File: src/rtl/point_to_panorama_pixel_defines.svh
// assertion macros for the point to panorama pixel block
`ifndef POINT_TO_PANORAMA_PIXEL_DEFINES_SVH
`define POINT_TO_PANORAMA_PIXEL_DEFINES_SVH

// same-cycle implication on clk, held off during reset
`define PTPP_ASSERT_NOW(lbl, cond, prop) \
    lbl: assert property (@(posedge clk) disable iff (!rst_n) (cond) |-> (prop)) \
        else $error("ptpp assertion failed");

// next-cycle implication on clk, held off during reset
`define PTPP_ASSERT_NXT(lbl, cond, prop) \
    lbl: assert property (@(posedge clk) disable iff (!rst_n) (cond) |=> (prop)) \
        else $error("ptpp assertion failed");

`endif

File: src/rtl/ptpp_pkg.sv
// shared constants and types for the point to panorama pixel block
`timescale 1ns / 1ps

package ptpp_pkg;

    localparam int CORDIC_STAGES = 16;
    localparam int ATAN_TAB_LEN  = 24;
    localparam int CORDIC_RUN    = (CORDIC_STAGES < ATAN_TAB_LEN) ? CORDIC_STAGES : ATAN_TAB_LEN;
    localparam int PRESCALE_BITS = 16;

    localparam int COORD_W = 32;
    localparam int VEC_W   = 34;
    localparam int CW      = 52;
    localparam int AW      = 34;
    localparam int SQ_W    = 64;
    localparam int ROOT_W  = 32;
    localparam int REM_W   = 36;
    localparam int QUO_W   = 31;

    localparam int CFG_DATA_W = 32;
    localparam int CFG_IDX_W  = 2;
    localparam int MINR_W     = 32;
    localparam int PW_W       = 15;
    localparam int PH_W       = 14;
    localparam int COL_W      = 14;
    localparam int ROW_W      = 13;

    localparam logic [MINR_W-1:0] MIN_RANGE_RST = 32'd19661;
    localparam logic [PW_W-1:0]   PANO_W_RST    = 15'd6720;
    localparam logic [PH_W-1:0]   PANO_H_RST    = 14'd3360;

    localparam int COL_CAP = 16383;
    localparam int ROW_CAP = 8191;

    localparam int CORDIC_LAT = CORDIC_RUN + 1;
    localparam int SQRT_LAT   = ROOT_W;
    localparam int DIV_STEPS  = QUO_W;
    localparam int ST_SQ_IN   = 3;
    localparam int ST_FLAG    = 4;
    localparam int ST_ROOT    = ST_SQ_IN + SQRT_LAT;
    localparam int ST_ANG_A   = CORDIC_LAT;
    localparam int ST_ANG_B   = ST_ROOT + CORDIC_LAT;
    localparam int ST_QUO     = ST_ROOT + DIV_STEPS;
    localparam int ST_OUT     = ST_QUO + 3;

    localparam logic [31:0] ATAN_TURNS [ATAN_TAB_LEN] = '{
        32'd536870912, 32'd316933406, 32'd167458907, 32'd85004756,
        32'd42667331,  32'd21354465,  32'd10679838,  32'd5340245,
        32'd2670163,   32'd1335087,   32'd667544,    32'd333772,
        32'd166886,    32'd83443,     32'd41722,     32'd20861,
        32'd10430,     32'd5215,      32'd2608,      32'd1304,
        32'd652,       32'd326,       32'd163,       32'd81
    };

    typedef enum logic [CFG_IDX_W-1:0] {
        CFG_MIN_RANGE   = 2'd0,
        CFG_PANO_WIDTH  = 2'd1,
        CFG_PANO_HEIGHT = 2'd2
    } cfg_idx_t;

endpackage

File: src/rtl/ptpp_sqrt.sv
// pipelined floor square root, one root bit per stage
`timescale 1ns / 1ps

module ptpp_sqrt (
    input  logic                          clk,
    input  logic                          adv,
    input  logic [ptpp_pkg::SQ_W-1:0]     radicand,
    output logic [ptpp_pkg::ROOT_W-1:0]   root
);

    localparam int N    = ptpp_pkg::ROOT_W;
    localparam int SW   = ptpp_pkg::SQ_W;
    localparam int RW   = ptpp_pkg::REM_W;

    logic [SW-1:0] v_reg    [1:N-1];
    logic [RW-1:0] rem_reg  [1:N-1];
    logic [N-1:0]  root_reg [1:N];

    logic [SW-1:0] v_in     [0:N-1];
    logic [RW-1:0] rem_in   [0:N-1];
    logic [N-1:0]  root_in  [0:N-1];
    logic [RW-1:0] rem_s    [0:N-1];
    logic [RW-1:0] trial    [0:N-1];
    logic          ge       [0:N-1];
    logic [SW-1:0] v_next   [0:N-2];
    logic [RW-1:0] rem_next [0:N-2];
    logic [N-1:0]  root_next[0:N-1];

    always_comb
    begin
        v_in[0]    = radicand;
        rem_in[0]  = '0;
        root_in[0] = '0;
        for (int k = 1; k < N; k++)
        begin
            v_in[k]    = v_reg[k];
            rem_in[k]  = rem_reg[k];
            root_in[k] = root_reg[k];
        end
        for (int k = 0; k < N; k++)
        begin
            rem_s[k]     = {rem_in[k][RW-3:0], v_in[k][SW-1 -: 2]};
            trial[k]     = {2'b00, root_in[k], 2'b01};
            ge[k]        = (rem_s[k] >= trial[k]);
            root_next[k] = {root_in[k][N-2:0], ge[k]};
        end
        for (int k = 0; k < N - 1; k++)
        begin
            v_next[k]   = {v_in[k][SW-3:0], 2'b00};
            rem_next[k] = ge[k] ? (rem_s[k] - trial[k]) : rem_s[k];
        end
    end

    always_ff @(posedge clk)
    begin
        if (adv)
        begin
            for (int k = 0; k < N - 1; k++)
            begin
                v_reg[k+1]   <= v_next[k];
                rem_reg[k+1] <= rem_next[k];
            end
            for (int k = 0; k < N; k++)
            begin
                root_reg[k+1] <= root_next[k];
            end
        end
    end

    assign root = root_reg[N];

endmodule

File: config.mk
export PLATFORM = sky130hd
export DESIGN_NAME = ptpp_sqrt
export DESIGN_NICKNAME = d
export VERILOG_FILES = /design/src/rtl/point_to_panorama_pixel_defines.svh /design/src/rtl/ptpp_pkg.sv /design/src/rtl/ptpp_sqrt.sv
export SDC_FILE = /design/constraint.sdc
export NUM_CORES = 2
export LEC_CHECK = 0
export BUFFER_PORTS_ARGS = -buffer_cell sky130_fd_sc_hd__buf_2
export CORE_UTILIZATION = 45
export DETAILED_ROUTE_END_ITERATION = 16
export PLACE_DENSITY_LB_ADDON = 0.15
export SLEW_MARGIN = 20
export SYNTH_ARGS = -nofsm -noshare
export SYNTH_HDL_FRONTEND = slang
export SYNTH_MEMORY_MAX_BITS = 65536
export SYNTH_SLANG_ARGS = --single-unit
File: constraint.sdc
create_clock -name clk -period 4.7 [get_ports clk]
set_input_delay 0.705 -clock clk [delete_from_list [all_inputs] [get_ports clk]]
set_output_delay 0.705 -clock clk [all_outputs]
set_load 0.1 [all_outputs]
==> flow_summary.toml <==
[clocking]
clock_pin_slew_of_the_registers_on_the_worst_case_setup_and_hold_paths_ps = 60
htree_levels = 5
cts_sinks = 2523
cts_tree = "built"
clock_latency_ps = 890
cts_max_path_buffers = 4
tritoncts.num_buffers = 283
clockRootBuffer = "sky130_fd_sc_hd__clkbuf_16"

[route]
route.vias.total = 72400
route.antenna.remaining_nets = 0
post-route-drc-count = 0
finalWirelength_um = 262000
uppermost_routed_layer = "met5"
wl_met1_um = 116000
route.met3.wl_um = 10300
wl_met2_um = 126000
dr.first_iter.drc_count = 5420
post_drt_via_cell_ratio = 5.41
dr.pass1.iters = 6
routedWlPerCell_um = 19.5

[pwr]
max-vdd-ir-drop_v = 0.000386
power.static_leakage_nw = 50.8
p_switching_mw = 18.8
power.switching_fraction_pct = 28.9
clock_power_share_pct = 32.4
p_per_area_nw_per_um2 = 487
post-layout-total-power_mw = 65.0
seq_power_share_pct = 46.9
cellInternalPower_mw = 46.2
combPwrFrac_pct = 20.7

[setup_path]
worst_ep_required_time_ps = 5290
setup.worst_path.class = "reg -> reg"
critPathLaunchType = "flop"
cpMaxStageDelayCell = "sky130_fd_sc_hd__a2111oi_0"
slowest_delay_ps = 730
timing.reg2reg.setup_slack_ps = 500
crit-reg2reg-launch = "rem_reg[0][975]"
ff2ff_path_depth = 10
timing.critical_path.arrival_ps = 4800
crit_chain = "ha_1 -> a211oi_1 -> o21bai_1 -> nor2_1 -> o21ai_0 -> a2111oi_0 -> buf_4 -> nand2_1 -> a221o_2 -> mux2_2"
end_kind = "flop"
regToRegEndpoint = "rem_reg[0][1018]"
worst-path-max-fanout = 55

[floorplanning]
floorplan.die.width_um = 515
area_of_the_core_um2 = 262000
floorplan.die_area_um2 = 266000
rows = 188
floorplan.die.height_um = 515
pin_count = 98
floorplan.initialDensity_pct = 45.2

[yosys]
netlist-cell-type-count = 85
post_synth_inst_count = 9313
mappedNetlistNets = 9941
asyncSetResetFlopFracSynth_pct = 0
yosysSeqAreaShare_pct = 63.9
synth_top_cell_area_share_pct = 63.9
synth_enable_flop_cells = 2523
post_synth_main_area_contributors = "sky130_fd_sc_hd__edfxtp_1 (64%), sky130_fd_sc_hd__ha_1 (5.9%), sky130_fd_sc_hd__xnor2_1 (3.2%), sky130_fd_sc_hd__xor2_1 (3.1%), sky130_fd_sc_hd__a21oi_1 (2.7%)"
flip_flop_and_latch_count_after_synthesis = 2523
post-synth-top-count-cell = "sky130_fd_sc_hd__edfxtp_1"
yosys_warnings = 0
synth.cells.most_frequent = "sky130_fd_sc_hd__edfxtp_1 (2523), sky130_fd_sc_hd__inv_1 (706), sky130_fd_sc_hd__nor2_1 (647)"
synth_top_flop_cell = "sky130_fd_sc_hd__edfxtp_1"
synth_top_cell_by_area = "sky130_fd_sc_hd__edfxtp_1"
mappedNetlistArea_um2 = 119000
syn_avg_cell_area_um2 = 12.7

[grt]
grt_max_degree = 137
grt_pass1_vias = 71400
gr-usage-all-layers_pct = 19.5
grt_pass1_wl_um = 408000
antenna_found_initial = 4
gr-total-overflow = 0

[run_status]
run_status = "completed"

[finish]
fillerInstances = 22500
area_overhead_vs_synth_pct = 12.6
layout-drive-gt1-share_pct = 7.75
finalInstanceArea_um2 = 134000
final_net_count = 10300
largest_register_ff_count = 1003

[placement]
placement.io_buffers = 97
place_hpwl_um = 190000
dp_slack_ps = 495
dpl-instance-area_um2 = 124000
final_estimated_routing_congestion_in_global_placement = 0.896

[sta]
slew_viol_final = 0
final_period_minus_worst_setup_slack_ps = 4200
setup_tns_ps = 0
upper_clock_frequency_limit_ghz = 0.238
worst_slew_pin_slew_ps = 1070
setup_viol = 0
rsz_0062_raised_after_global_routing = "false"
finalHoldViolCount = 0
postLayoutSetupSlackWorst_ps = 498
finalClockSkew_ps = 53.0
period_share_pct = 89.4
max_slew_margin_pct = 28.8

[min_path]
hold_path_depth = 2
hold_path.startpoint = "radicand[63]"
min_delay_endpoint = "root_reg[0][32]"
hp-class = "in -> reg"

[flow_run]
max_cap_violations = 0
## worst max path at each step
| stage | slack, ps | endpoint | startpoint |
|---|---|---|---|
| 3_3_place_gp | 590 | rem_reg[0][1014] | rem_reg[0][975] |
| 5_1_grt | 190 | rem_reg[0][1018] | rem_reg[0][975] |
| 6_report | 500 | rem_reg[0][1018] | rem_reg[0][975] |
| 3_5_place_dp | 500 | rem_reg[0][1015] | rem_reg[0][975] |
| 4_1_cts | 440 | rem_reg[0][1018] | rem_reg[0][975] |
| 2_1_floorplan | 1170 | rem_reg[0][1033] | rem_reg[0][975] |
## layout by cell type (no fill, tap or decap), types with 41 or more instances in the layout
master	n
sky130_fd_sc_hd__edfxtp_1	2523
sky130_fd_sc_hd__inv_1	706
sky130_fd_sc_hd__nor2_1	647
sky130_fd_sc_hd__a21oi_1	632
sky130_fd_sc_hd__nand2_1	599
sky130_fd_sc_hd__ha_1	562
sky130_fd_sc_hd__o21ai_0	464
sky130_fd_sc_hd__xnor2_1	428
sky130_fd_sc_hd__xor2_1	416
sky130_fd_sc_hd__clkbuf_16	290
sky130_fd_sc_hd__a21o_1	241
sky130_fd_sc_hd__nor3_1	218
sky130_fd_sc_hd__nand3_1	170
sky130_fd_sc_hd__nor4_1	130
sky130_fd_sc_hd__nand4_1	114
sky130_fd_sc_hd__nand2b_1	104
sky130_fd_sc_hd__o21a_1	96
sky130_fd_sc_hd__buf_2	96
sky130_fd_sc_hd__buf_4	93
sky130_fd_sc_hd__or3_1	90
sky130_fd_sc_hd__nor2b_1	79
sky130_fd_sc_hd__mux2_2	79
sky130_fd_sc_hd__o31ai_1	63
sky130_fd_sc_hd__dlygate4sd3_1	62
sky130_fd_sc_hd__or4_1	61
sky130_fd_sc_hd__clkbuf_1	60
sky130_fd_sc_hd__a31oi_1	56
sky130_fd_sc_hd__o21bai_1	55
sky130_fd_sc_hd__clkinv_1	50
sky130_fd_sc_hd__or2_2	44
sky130_fd_sc_hd__and3_1	42
sky130_fd_sc_hd__a211oi_1	41
## metal layers
metal	up-vias	GRT usage, %
met1	35100	25.7
met3	465	2.61
li1	35300	-
met2	1537	32.9
met4	2	7.06
met5	-	0
## worst max-delay path: cells and delay by family, from the launching register on
family | cells | cell delay, ps
buf+inv | 1 | 250
fa+ha+maj | 1 | 410
compound gates | 5 | 2140
flops | 1 | 400
simple gates | 2 | 290
mux | 1 | 430
## power by group through the flow
stage	clock network, mW	registers, mW	logic (mW)
2_1_floorplan	0	30.0	9.71
3_3_place_gp	0	30.9	13.2
3_5_place_dp	0	30.9	13.3
4_1_cts	21.8	30.5	13.5
5_1_grt	22.5	30.8	15.0
6_report	21.1	30.5	13.5
## layout make-up
class                           instances  area (um2)  share of cell area [%]
Timing Repair Buffer                  283        2440                    1.83
Sequential cell                      2523       75800                    56.7
Multi-Input combinational cell       5872       39500                    29.6
Clock buffer                          350        7480                    5.60
Inverter                              709        2660                    1.99
Tap cell                             3515        4400                    3.29
Antenna cell                            5        12.5                 0.00937
Clock inverter                        141        1290                   0.964
## logic make-up (layout without fill, tap and decap cells)
family,count (synthesis),in the layout,synth area share (%)
other cells,1,6,0.00316
compound gates,1923,1923,10.0
flops,2523,2523,63.9
buf+inv,918,1483,2.92
xor+xnor,844,844,6.23
simple gates,2457,2457,10.2
mux,85,85,0.801
fa+ha+maj,562,562,5.93
## stage by stage
stage               util [%]  std cells  hold slack [ps]
floorplan                  -       9313              400
global placement        47.3      12800              400
global route            50.9      13400             63.6
CTS                     50.9      13400             32.1
detailed placement      47.3      12800              405
finish                  50.9      13400              118
## what timing repair did
| item | in CTS | in global routing |
|---|---|---|
| hold endpoints to repair | 62 | 0 |
| hold buffers | 62 | 0 |
| buffers inserted | 0 | 0 |
| gates resized for setup | 0 | 0 |
No activity file was read; power rests on OpenSTA's default activity.
